===== src/rtl/core/mtc_pkg.sv =====
`timescale 1ns / 1ps
// ----------------------------------------------------------------------------
// mtc_pkg: motor thermal torque cap shared definitions
// Widths, register map, sequencer states and small helpers.
// ----------------------------------------------------------------------------
package mtc_pkg;

  localparam int FRAC_BITS = 16;                   // filter accumulator fraction bits
  localparam int ACC_W     = 32;                   // filter accumulator width
  localparam int RAW_W     = 8;
  localparam int TEMP_W    = 10;                   // degC fields
  localparam int TSUM_W    = TEMP_W + 1;           // raw + offset, with headroom
  localparam int PCT_W     = 7;
  localparam int SHIFT_W   = 4;
  localparam int FILT_W    = ACC_W + 1 - FRAC_BITS; // rounded filter value
  localparam int SPAN_W    = TEMP_W;               // limit - start, positive in the ramp
  localparam int PROD_W    = PCT_W + SPAN_W;       // drop * position
  localparam int QUOT_W    = PCT_W;
  localparam int DIV_CNT_W = $clog2(QUOT_W);
  localparam int ADDR_W    = 5;
  localparam int DATA_W    = 32;

  localparam logic [PCT_W-1:0] PCT_FULL = PCT_W'(100);

  // register map, word index
  typedef enum logic [2:0] {
    REG_RAW_OFFSET    = 3'd0,
    REG_DISCONNECT    = 3'd1,
    REG_MIN_PLAUSIBLE = 3'd2,
    REG_DERATE_START  = 3'd3,
    REG_DERATE_LIMIT  = 3'd4,
    REG_FLOOR_PCT     = 3'd5,
    REG_UNKNOWN_CAP   = 3'd6,
    REG_FILTER_SHIFT  = 3'd7
  } reg_idx_e;

  localparam logic [RAW_W-1:0]   RST_RAW_OFFSET    = 8'hCE;   // -50
  localparam logic [RAW_W-1:0]   RST_DISCONNECT    = 8'hFF;
  localparam logic [TEMP_W-1:0]  RST_MIN_PLAUSIBLE = 10'h3D8; // -40
  localparam logic [TEMP_W-1:0]  RST_DERATE_START  = 10'd90;
  localparam logic [TEMP_W-1:0]  RST_DERATE_LIMIT  = 10'd110;
  localparam logic [PCT_W-1:0]   RST_FLOOR_PCT     = 7'd20;
  localparam logic [PCT_W-1:0]   RST_UNKNOWN_CAP   = 7'd60;
  localparam logic [SHIFT_W-1:0] RST_FILTER_SHIFT  = 4'd8;

  typedef enum logic [2:0] {
    ST_IDLE,
    ST_FILT,
    ST_ROUND,
    ST_RAMP,
    ST_DIV,
    ST_DONE
  } state_e;

  function automatic logic [PCT_W-1:0] sat_pct(input logic [PCT_W-1:0] p);
    sat_pct = (p > PCT_FULL) ? PCT_FULL : p;
  endfunction

endpackage


===== src/rtl/core/mtc_div.sv =====
`timescale 1ns / 1ps
// ----------------------------------------------------------------------------
// mtc_div: restoring divider for the derating ramp
// One quotient bit per cycle; quotient known to fit QUOT_W bits.
// ----------------------------------------------------------------------------
module mtc_div (
  input  logic                          clk_i,
  input  logic                          rst_ni,
  input  logic                          start_i,
  input  logic [mtc_pkg::PROD_W-1:0]    dividend_i,
  input  logic [mtc_pkg::SPAN_W-1:0]    divisor_i,
  output logic                          done_o,
  output logic [mtc_pkg::QUOT_W-1:0]    quotient_o
);
  import mtc_pkg::*;

  logic                 busy_q, busy_d;
  logic                 done_q, done_d;
  logic [DIV_CNT_W-1:0] cnt_q, cnt_d;
  logic [PROD_W-1:0]    rem_q, rem_d;
  logic [SPAN_W-1:0]    den_q, den_d;
  logic [QUOT_W-1:0]    quot_q, quot_d;
  logic [PROD_W-1:0]    trial;

  always_comb begin
    busy_d = busy_q;
    done_d = 1'b0;
    cnt_d  = cnt_q;
    rem_d  = rem_q;
    den_d  = den_q;
    quot_d = quot_q;
    trial  = {{PCT_W{1'b0}}, den_q} << cnt_q;
    if (start_i) begin
      busy_d = 1'b1;
      cnt_d  = DIV_CNT_W'(QUOT_W - 1);
      rem_d  = dividend_i;
      den_d  = divisor_i;
      quot_d = '0;
    end else if (busy_q) begin
      if (rem_q >= trial) begin
        rem_d          = rem_q - trial;
        quot_d[cnt_q]  = 1'b1;
      end
      if (cnt_q == '0) begin
        busy_d = 1'b0;
        done_d = 1'b1;
      end else begin
        cnt_d = cnt_q - 1'b1;
      end
    end
  end

  always_ff @(posedge clk_i or negedge rst_ni) begin
    if (!rst_ni) begin
      busy_q <= 1'b0;
      done_q <= 1'b0;
      cnt_q  <= '0;
    end else begin
      busy_q <= busy_d;
      done_q <= done_d;
      cnt_q  <= cnt_d;
    end
  end

  always_ff @(posedge clk_i) begin
    rem_q  <= rem_d;
    den_q  <= den_d;
    quot_q <= quot_d;
  end

  assign done_o     = done_q;
  assign quotient_o = quot_q;

endmodule


===== src/rtl/core/motor_thermal_torque_cap.sv =====
`timescale 1ns / 1ps
// ----------------------------------------------------------------------------
// motor_thermal_torque_cap: thermal derating with EMA-filtered temperature
// Picks the hottest valid motor sensor, filters it and maps it to a torque cap.
// ----------------------------------------------------------------------------
// Usage:
//  Input channel (in_valid_i/in_ready_o) carries one sensor sample per beat:
//  fresh flag and two raw counts. Output channel (out_valid_o/out_ready_i)
//  returns one result beat per sample: validity flags, cap, filtered and
//  hottest temperature.
//  One sample at a time goes through a small sequencer: filter update, round,
//  ramp compare, then a restoring divider (one quotient bit per cycle) when the
//  temperature lies inside the ramp. With no valid sensor the sequencer goes
//  from the filter step straight to the result; the ramp compare settles a cap
//  of 100 or the floor; otherwise the divider runs its seven steps. Then
//  the result is registered. in_ready_o rises again with it, so a new sample
//  is taken only once the last one has left the sequencer.
//  A result waiting in the output register does not block the next sample;
//  the sequencer holds its finished result until the output register frees.
//  Reset loads the default register values, unseeds the filter, sets the last
//  cap to 100 and empties the output register. Configure through the APB port
//  (pready always high, word addresses) only while idle; the block won't check.
// ----------------------------------------------------------------------------
module motor_thermal_torque_cap (
  input  logic                           clk_i,
  input  logic                           rst_ni,
  // configuration
  input  logic                           psel,
  input  logic                           penable,
  input  logic                           pwrite,
  input  logic [mtc_pkg::ADDR_W-1:0]     paddr,
  input  logic [mtc_pkg::DATA_W-1:0]     pwdata,
  output logic [mtc_pkg::DATA_W-1:0]     prdata,
  output logic                           pready,
  // sample in
  input  logic                           in_valid_i,
  output logic                           in_ready_o,
  input  logic                           fresh_i,
  input  logic [mtc_pkg::RAW_W-1:0]      temp1_raw_i,
  input  logic [mtc_pkg::RAW_W-1:0]      temp2_raw_i,
  // result out
  output logic                           out_valid_o,
  input  logic                           out_ready_i,
  output logic                           sens1_ok_o,
  output logic                           sens2_ok_o,
  output logic                           unknown_o,
  output logic [mtc_pkg::PCT_W-1:0]      cap_pct_o,
  output logic                           capped_o,
  output logic [mtc_pkg::TEMP_W-1:0]     filtered_degc_o,
  output logic [mtc_pkg::TEMP_W-1:0]     hottest_degc_o
);
  import mtc_pkg::*;

  // configuration registers
  logic [RAW_W-1:0]   offset_q;
  logic [RAW_W-1:0]   disc_q;
  logic [TEMP_W-1:0]  minp_q;
  logic [TEMP_W-1:0]  start_q;
  logic [TEMP_W-1:0]  limit_q;
  logic [PCT_W-1:0]   floor_q;
  logic [PCT_W-1:0]   ucap_q;
  logic [SHIFT_W-1:0] shift_q;
  logic               cfg_wr;
  reg_idx_e           cfg_idx;

  // sequencer and item state
  state_e              state_q, state_d;
  logic                seeded_q, seeded_d;
  logic [ACC_W-1:0]    acc_q, acc_d;
  logic [PCT_W-1:0]    last_cap_q, last_cap_d;
  logic                s1_q, s1_d, s2_q, s2_d;
  logic [TSUM_W-1:0]   hot_q, hot_d;
  logic [FILT_W-1:0]   filt_q, filt_d;
  logic [PCT_W-1:0]    cap_q, cap_d;

  // output register
  logic                out_valid_q, out_valid_d;
  logic                o_s1_q, o_s1_d, o_s2_q, o_s2_d, o_unk_q, o_unk_d, o_capped_q, o_capped_d;
  logic [PCT_W-1:0]    o_cap_q, o_cap_d;
  logic [TEMP_W-1:0]   o_filt_q, o_filt_d, o_hot_q, o_hot_d;

  // datapath
  logic [TSUM_W-1:0]   offset_x, minp_x, t1, t2;
  logic                v1, v2;
  logic [ACC_W:0]      acc_x, target, diff, step, acc_sum, rnd;
  logic [FILT_W-1:0]   start_x, limit_x, pos_x, span_x;
  logic [PCT_W-1:0]    floor_sat, ucap_sat;
  logic [PROD_W-1:0]   prod;
  logic                div_start, div_done;
  logic [QUOT_W-1:0]   quot;

  // ---------------- configuration port ----------------
  assign pready  = 1'b1;
  assign cfg_wr  = psel & penable & pwrite;
  assign cfg_idx = reg_idx_e'(paddr[ADDR_W-1:2]);

  always_ff @(posedge clk_i or negedge rst_ni) begin
    if (!rst_ni) begin
      offset_q <= RST_RAW_OFFSET;
      disc_q   <= RST_DISCONNECT;
      minp_q   <= RST_MIN_PLAUSIBLE;
      start_q  <= RST_DERATE_START;
      limit_q  <= RST_DERATE_LIMIT;
      floor_q  <= RST_FLOOR_PCT;
      ucap_q   <= RST_UNKNOWN_CAP;
      shift_q  <= RST_FILTER_SHIFT;
    end else if (cfg_wr) begin
      case (cfg_idx)
        REG_RAW_OFFSET:    offset_q <= pwdata[RAW_W-1:0];
        REG_DISCONNECT:    disc_q   <= pwdata[RAW_W-1:0];
        REG_MIN_PLAUSIBLE: minp_q   <= pwdata[TEMP_W-1:0];
        REG_DERATE_START:  start_q  <= pwdata[TEMP_W-1:0];
        REG_DERATE_LIMIT:  limit_q  <= pwdata[TEMP_W-1:0];
        REG_FLOOR_PCT:     floor_q  <= pwdata[PCT_W-1:0];
        REG_UNKNOWN_CAP:   ucap_q   <= pwdata[PCT_W-1:0];
        REG_FILTER_SHIFT:  shift_q  <= pwdata[SHIFT_W-1:0];
        default: ;
      endcase
    end
  end

  always_comb begin
    case (cfg_idx)
      REG_RAW_OFFSET:    prdata = {{(DATA_W-RAW_W){offset_q[RAW_W-1]}}, offset_q};
      REG_DISCONNECT:    prdata = {{(DATA_W-RAW_W){1'b0}}, disc_q};
      REG_MIN_PLAUSIBLE: prdata = {{(DATA_W-TEMP_W){minp_q[TEMP_W-1]}}, minp_q};
      REG_DERATE_START:  prdata = {{(DATA_W-TEMP_W){start_q[TEMP_W-1]}}, start_q};
      REG_DERATE_LIMIT:  prdata = {{(DATA_W-TEMP_W){limit_q[TEMP_W-1]}}, limit_q};
      REG_FLOOR_PCT:     prdata = {{(DATA_W-PCT_W){1'b0}}, floor_q};
      REG_UNKNOWN_CAP:   prdata = {{(DATA_W-PCT_W){1'b0}}, ucap_q};
      REG_FILTER_SHIFT:  prdata = {{(DATA_W-SHIFT_W){1'b0}}, shift_q};
      default:           prdata = '0;
    endcase
  end

  // ---------------- datapath ----------------
  assign offset_x = {{(TSUM_W-RAW_W){offset_q[RAW_W-1]}}, offset_q};
  assign minp_x   = {minp_q[TEMP_W-1], minp_q};
  assign t1       = {{(TSUM_W-RAW_W){1'b0}}, temp1_raw_i} + offset_x;
  assign t2       = {{(TSUM_W-RAW_W){1'b0}}, temp2_raw_i} + offset_x;
  assign v1 = fresh_i && (temp1_raw_i != disc_q) && ($signed(t1) >= $signed(minp_x));
  assign v2 = fresh_i && (temp2_raw_i != disc_q) && ($signed(t2) >= $signed(minp_x));

  assign acc_x   = {acc_q[ACC_W-1], acc_q};
  assign target  = {{(ACC_W+1-TSUM_W){hot_q[TSUM_W-1]}}, hot_q} << FRAC_BITS;
  assign diff    = target - acc_x;
  assign step    = $signed(diff) >>> shift_q;
  assign acc_sum = acc_x + step;
  assign rnd     = acc_x + ((ACC_W+1)'(1) << (FRAC_BITS - 1));

  assign start_x   = {{(FILT_W-TEMP_W){start_q[TEMP_W-1]}}, start_q};
  assign limit_x   = {{(FILT_W-TEMP_W){limit_q[TEMP_W-1]}}, limit_q};
  assign pos_x     = filt_q - start_x;
  assign span_x    = limit_x - start_x;
  assign floor_sat = sat_pct(floor_q);
  assign ucap_sat  = sat_pct(ucap_q);
  assign prod = {{SPAN_W{1'b0}}, PCT_FULL - floor_sat} * {{PCT_W{1'b0}}, pos_x[SPAN_W-1:0]};

  mtc_div u_div (
    .clk_i      (clk_i),
    .rst_ni     (rst_ni),
    .start_i    (div_start),
    .dividend_i (prod),
    .divisor_i  (span_x[SPAN_W-1:0]),
    .done_o     (div_done),
    .quotient_o (quot)
  );

  // ---------------- sequencer ----------------
  always_comb begin
    state_d     = state_q;
    seeded_d    = seeded_q;
    acc_d       = acc_q;
    last_cap_d  = last_cap_q;
    s1_d        = s1_q;
    s2_d        = s2_q;
    hot_d       = hot_q;
    filt_d      = filt_q;
    cap_d       = cap_q;
    div_start   = 1'b0;
    out_valid_d = out_valid_q && !out_ready_i;
    o_s1_d      = o_s1_q;
    o_s2_d      = o_s2_q;
    o_unk_d     = o_unk_q;
    o_capped_d  = o_capped_q;
    o_cap_d     = o_cap_q;
    o_filt_d    = o_filt_q;
    o_hot_d     = o_hot_q;
    in_ready_o  = (state_q == ST_IDLE);

    case (state_q)
      ST_IDLE: begin
        if (in_valid_i) begin
          s1_d = v1;
          s2_d = v2;
          if (v1 && v2) begin
            hot_d = ($signed(t1) > $signed(t2)) ? t1 : t2;
          end else if (v1) begin
            hot_d = t1;
          end else if (v2) begin
            hot_d = t2;
          end else begin
            hot_d = '0;
          end
          state_d = ST_FILT;
        end
      end
      ST_FILT: begin
        if (!s1_q && !s2_q) begin
          // no valid sensor: unseed, cap only ratchets down
          seeded_d = 1'b0;
          cap_d    = (ucap_sat < last_cap_q) ? ucap_sat : last_cap_q;
          state_d  = ST_DONE;
        end else begin
          seeded_d = 1'b1;
          acc_d    = seeded_q ? acc_sum[ACC_W-1:0] : target[ACC_W-1:0];
          state_d  = ST_ROUND;
        end
      end
      ST_ROUND: begin
        filt_d  = rnd[ACC_W:FRAC_BITS];
        state_d = ST_RAMP;
      end
      ST_RAMP: begin
        if ($signed(filt_q) <= $signed(start_x)) begin
          cap_d   = PCT_FULL;
          state_d = ST_DONE;
        end else if ($signed(filt_q) >= $signed(limit_x)) begin
          cap_d   = floor_sat;
          state_d = ST_DONE;
        end else begin
          div_start = 1'b1;
          state_d   = ST_DIV;
        end
      end
      ST_DIV: begin
        if (div_done) begin
          cap_d   = PCT_FULL - quot;
          state_d = ST_DONE;
        end
      end
      ST_DONE: begin
        if (!out_valid_q || out_ready_i) begin
          out_valid_d = 1'b1;
          o_s1_d      = s1_q;
          o_s2_d      = s2_q;
          o_unk_d     = !s1_q && !s2_q;
          o_cap_d     = cap_q;
          o_capped_d  = (cap_q < PCT_FULL);
          o_filt_d    = (!s1_q && !s2_q) ? '0 : filt_q[TEMP_W-1:0];
          o_hot_d     = hot_q[TEMP_W-1:0];
          last_cap_d  = cap_q;
          state_d     = ST_IDLE;
        end
      end
      default: state_d = ST_IDLE;
    endcase
  end

  always_ff @(posedge clk_i or negedge rst_ni) begin
    if (!rst_ni) begin
      state_q     <= ST_IDLE;
      seeded_q    <= 1'b0;
      acc_q       <= '0;
      last_cap_q  <= PCT_FULL;
      out_valid_q <= 1'b0;
    end else begin
      state_q     <= state_d;
      seeded_q    <= seeded_d;
      acc_q       <= acc_d;
      last_cap_q  <= last_cap_d;
      out_valid_q <= out_valid_d;
    end
  end

  always_ff @(posedge clk_i) begin
    s1_q       <= s1_d;
    s2_q       <= s2_d;
    hot_q      <= hot_d;
    filt_q     <= filt_d;
    cap_q      <= cap_d;
    o_s1_q     <= o_s1_d;
    o_s2_q     <= o_s2_d;
    o_unk_q    <= o_unk_d;
    o_capped_q <= o_capped_d;
    o_cap_q    <= o_cap_d;
    o_filt_q   <= o_filt_d;
    o_hot_q    <= o_hot_d;
  end

  assign out_valid_o     = out_valid_q;
  assign sens1_ok_o      = o_s1_q;
  assign sens2_ok_o      = o_s2_q;
  assign unknown_o       = o_unk_q;
  assign cap_pct_o       = o_cap_q;
  assign capped_o        = o_capped_q;
  assign filtered_degc_o = o_filt_q;
  assign hottest_degc_o  = o_hot_q;

  // ---------------- assertions ----------------
  a_one_beat_in_flight: assert property (@(posedge clk_i) disable iff (!rst_ni)
    (in_valid_i && in_ready_o) |=> !in_ready_o)
    else $error("sample accepted while another is in progress");

  a_div_done_in_div: assert property (@(posedge clk_i) disable iff (!rst_ni)
    div_done |-> (state_q == ST_DIV))
    else $error("divider finished outside the divide step");

  a_cap_in_range: assert property (@(posedge clk_i) disable iff (!rst_ni)
    out_valid_o |-> (cap_pct_o <= PCT_FULL))
    else $error("cap above 100 percent");

  a_unknown_fields: assert property (@(posedge clk_i) disable iff (!rst_ni)
    (out_valid_o && unknown_o) |->
      (!sens1_ok_o && !sens2_ok_o && filtered_degc_o == '0 && hottest_degc_o == '0))
    else $error("unknown result carries sensor data");

endmodule


===== config.mk =====
export PLATFORM = sky130hd
export DESIGN_NAME = motor_thermal_torque_cap
export DESIGN_NICKNAME = d
export VERILOG_FILES = /design/src/rtl/core/mtc_pkg.sv /design/src/rtl/core/mtc_div.sv /design/src/rtl/core/motor_thermal_torque_cap.sv
export SDC_FILE = /design/constraint.sdc
export NUM_CORES = 1
export LEC_CHECK = 0
export BUFFER_PORTS_ARGS = -buffer_cell sky130_fd_sc_hd__buf_2
export CAP_MARGIN = 10
export CELL_PAD_IN_SITES_DETAIL_PLACEMENT = 0
export CELL_PAD_IN_SITES_GLOBAL_PLACEMENT = 2
export CORE_MARGIN = 5
export CORE_UTILIZATION = 39
export DETAILED_ROUTE_END_ITERATION = 12
export GPL_TIMING_DRIVEN = 0
export MAX_ROUTING_LAYER = met4
export PLACE_DENSITY = 0.89
export SLEW_MARGIN = 10
export SYNTH_ARGS = -nofsm -noshare
export SYNTH_HDL_FRONTEND = slang
export SYNTH_HIERARCHICAL = 1
export SYNTH_SLANG_ARGS = --single-unit

===== constraint.sdc =====
create_clock -name clk_i -period 8.9 [get_ports clk_i]
set_clock_uncertainty 0.05 [all_clocks]
set_input_delay 1.78 -clock clk_i [delete_from_list [all_inputs] [get_ports clk_i]]
set_output_delay 1.78 -clock clk_i [all_outputs]
set_load 0.05 [all_outputs]

==> results.json <==
{
  "synth.most_common_cell": "nor2_1",
  "cap_violations": 0,
  "die_width_um": 237,
  "grt_pass1_wl_mm": 97.8,
  "gp_congestion": 0.952,
  "largest_reg_flops": 32,
  "fillCellCount": 5132,
  "die_y_um": 237,
  "ff_latch_area_um2": 5840,
  "drive_gt1_share_pct": 12.3,
  "dp_worst_setup_slack_ns": 1.50,
  "async_flop_share_pct": 52.8,
  "min_period_ns": 7.47,
  "cp-start-kind": "flip-flop",
  "drt_pre_antenna_iters": 5,
  "yosys.area.top_type_share_pct": 14.1,
  "critPathKind": "reg2reg",
  "hp-class": "reg2reg",
  "maxSlewViolCount": 0,
  "synth-edff-count": 94,
  "first_global_vias": 17200,
  "cts.sinks": 214,
  "clkLatencyLatePin_ns": 0.56,
  "synth-seq-area-share_pct": 29.1,
  "drc": 0,
  "die-area_um2": 56000,
  "hold_viol_final": 0,
  "syn_inst": 2298,
  "synthFlopType": "edfxtp_1",
  "synth_cell_types": 92,
  "grt_max_degree": 84,
  "fin_cells": 3131,
  "area_delta_synth_final_pct": 11.8,
  "antenna_found_initial": 2,
  "grt_overflow_total": 0,
  "regMostFlops": "acc_q",
  "cts_root_buf": "clkbuf_16",
  "ant_nets": 0,
  "period_share_pct": 83.9,
  "yosysTopAreaCell": "edfxtp_1",
  "viasPerCell": 5.57,
  "dp_hpwl_mm": 50.4,
  "multi_input_area_um2": 13000,
  "end_kind": "flip-flop",
  "setup_slack_ns": 1.43,
  "status": "finished, final reports clean",
  "initial_core_util_pct": 39.2,
  "io_buffers": 100,
  "wirelength_mm": 62.6,
  "row_count": 83,
  "synthTopCellsByArea": "edfxtp_1 (14%), ha_1 (13%), dfrtp_1 (9.4%)",
  "syn_avg_cell_area_um2": 8.72,
  "tns_ns": 0,
  "rsz0062_at_grt": "no",
  "core_um2": 51100,
  "maxSlewHeadroom_pct": 29.1,
  "reg_top3": "acc_q x32, filt_q x17, u_div/rem_q x17",
  "post_cts_buffers": 0,
  "synth_nets": 2605,
  "synth_area_um2": 20000,
  "drt_iter0_drc": 1153,
  "vias": 17400,
  "cts.repair.resized": 0,
  "max_freq_mhz": 134,
  "dpl.cell_count": 3082,
  "setup_viol": 0,
  "wl_per_cell_um": 20.0,
  "postCtsHoldBufs": 0,
  "synth-seq-cells": 214,
  "worst_ep_required_time_ns": 9.14,
  "h-tree-depth": 1,
  "cts_buffer_depth": 3,
  "synth_common_cells": "nor2_1 (203), ha_1 (201), nand2_1 (195)",
  "clk_pin_slew_ns": 0.06,
  "cts_tree": "built",
  "nNetsFinal": 2737,
  "num_io_pins": 127,
  "numCtsBuffers": 26,
  "grt_use_total_pct": 22.4,
  "critPathArrivalTime_ns": 7.71,
  "worst-slew-pin-transition_ns": 1.05,
  "cp_max_fo": 7,
  "yosys_warnings": 6
}
==> per-layer routing <==
| layer | vias up | global-route usage, % | wire (µm) |
|---|---|---|---|
| met3 | 97 | 3.07 | 3130 |
| met4 | 0 | 5.70 | 1560 |
| met5 | - | - | 0 |
| met1 | 8459 | 28.9 | 27700 |
| met2 | 428 | 37.3 | 30100 |
| li1 | 8456 | - | - |
==> cell type report <==
type	instances	area share [%]
sequential	214	26.1
inverter	181	3.03
multi-input combinational	1796	58.1
buffer	107	2.30
clock buffer	30	3.11
clock inverter	18	0.972
antenna	1	0.0112
tap	680	3.80
timing repair buffer	104	2.58
==> final timing paths <==
kind                             from              end  slack (ns)  cells after the start
max in group asynchronous      rst_ni        minp_q[7]        6.93                      2
min in group asynchronous      rst_ni      out_valid_o        1.08                      1
hold reg to reg                  s1_q       sens1_ok_o        0.43                      0
setup / recovery           start_q[1]  u_div/rem_q[16]        1.43                     25
setup reg to reg           start_q[1]  u_div/rem_q[16]        1.43                     25
hold / removal                   s1_q       sens1_ok_o        0.43                      0
==> logic make-up after synthesis <==
family	count (synthesis)	synth area share [%]
simple gates	687	16.4
other cells	1	0.0187
fa+ha+maj	246	17.1
mux	113	6.16
compound gates	611	19.2
xor+xnor	138	6.03
flops	214	29.1
buf+inv	288	5.96
==> metrics by stage <==
stage / area [µm²] / hold WS, ns / util (%)
2_1_floorplan: 20000 / 0.370 / -
4_1_cts: 22400 / 0.433 / 43.8
6_report: 22400 / 0.427 / 43.8
3_5_place_dp: 21500 / 0.401 / 42.0
3_3_place_gp: 21400 / 0.423 / 41.8
5_1_grt: 22400 / 0.448 / 43.8
==> worst max-delay path, cell delays in order (launching register included) <==
cell       delay (ns)
dfstp_2          0.61
inv_1            0.14
ha_1             0.35
nor2b_1          0.14
o21ai_0          0.19
a21oi_1          0.11
o21ai_0          0.23
a21oi_1          0.14
o21a_1           0.21
o21ai_0          0.22
a21oi_1          0.10
nor3_1           0.84
or2_2            0.25
fa_1             0.43
fa_1             0.49
inv_1            0.06
fa_1             0.49
ha_1             0.31
ha_1             0.34
o21a_1           0.21
a2111oi_0        0.57
o31ai_1          0.15
a21oi_1          0.20
xnor2_1          0.10
a21oi_1          0.17
o211ai_1         0.11
==> cell usage in the layout (no fill, tap or decap), types with 75 or more instances in the layout <==
cell,n
inv_1,177
nor2_1,203
o21ai_0,170
edfxtp_1,94
ha_1,201
dfrtp_1,75
buf_2,102
a21oi_1,160
nand2_1,195
xnor2_1,78
Power is not shown: default switching activity piles up to over one toggle a cycle in this logic, so the estimate is an artifact.
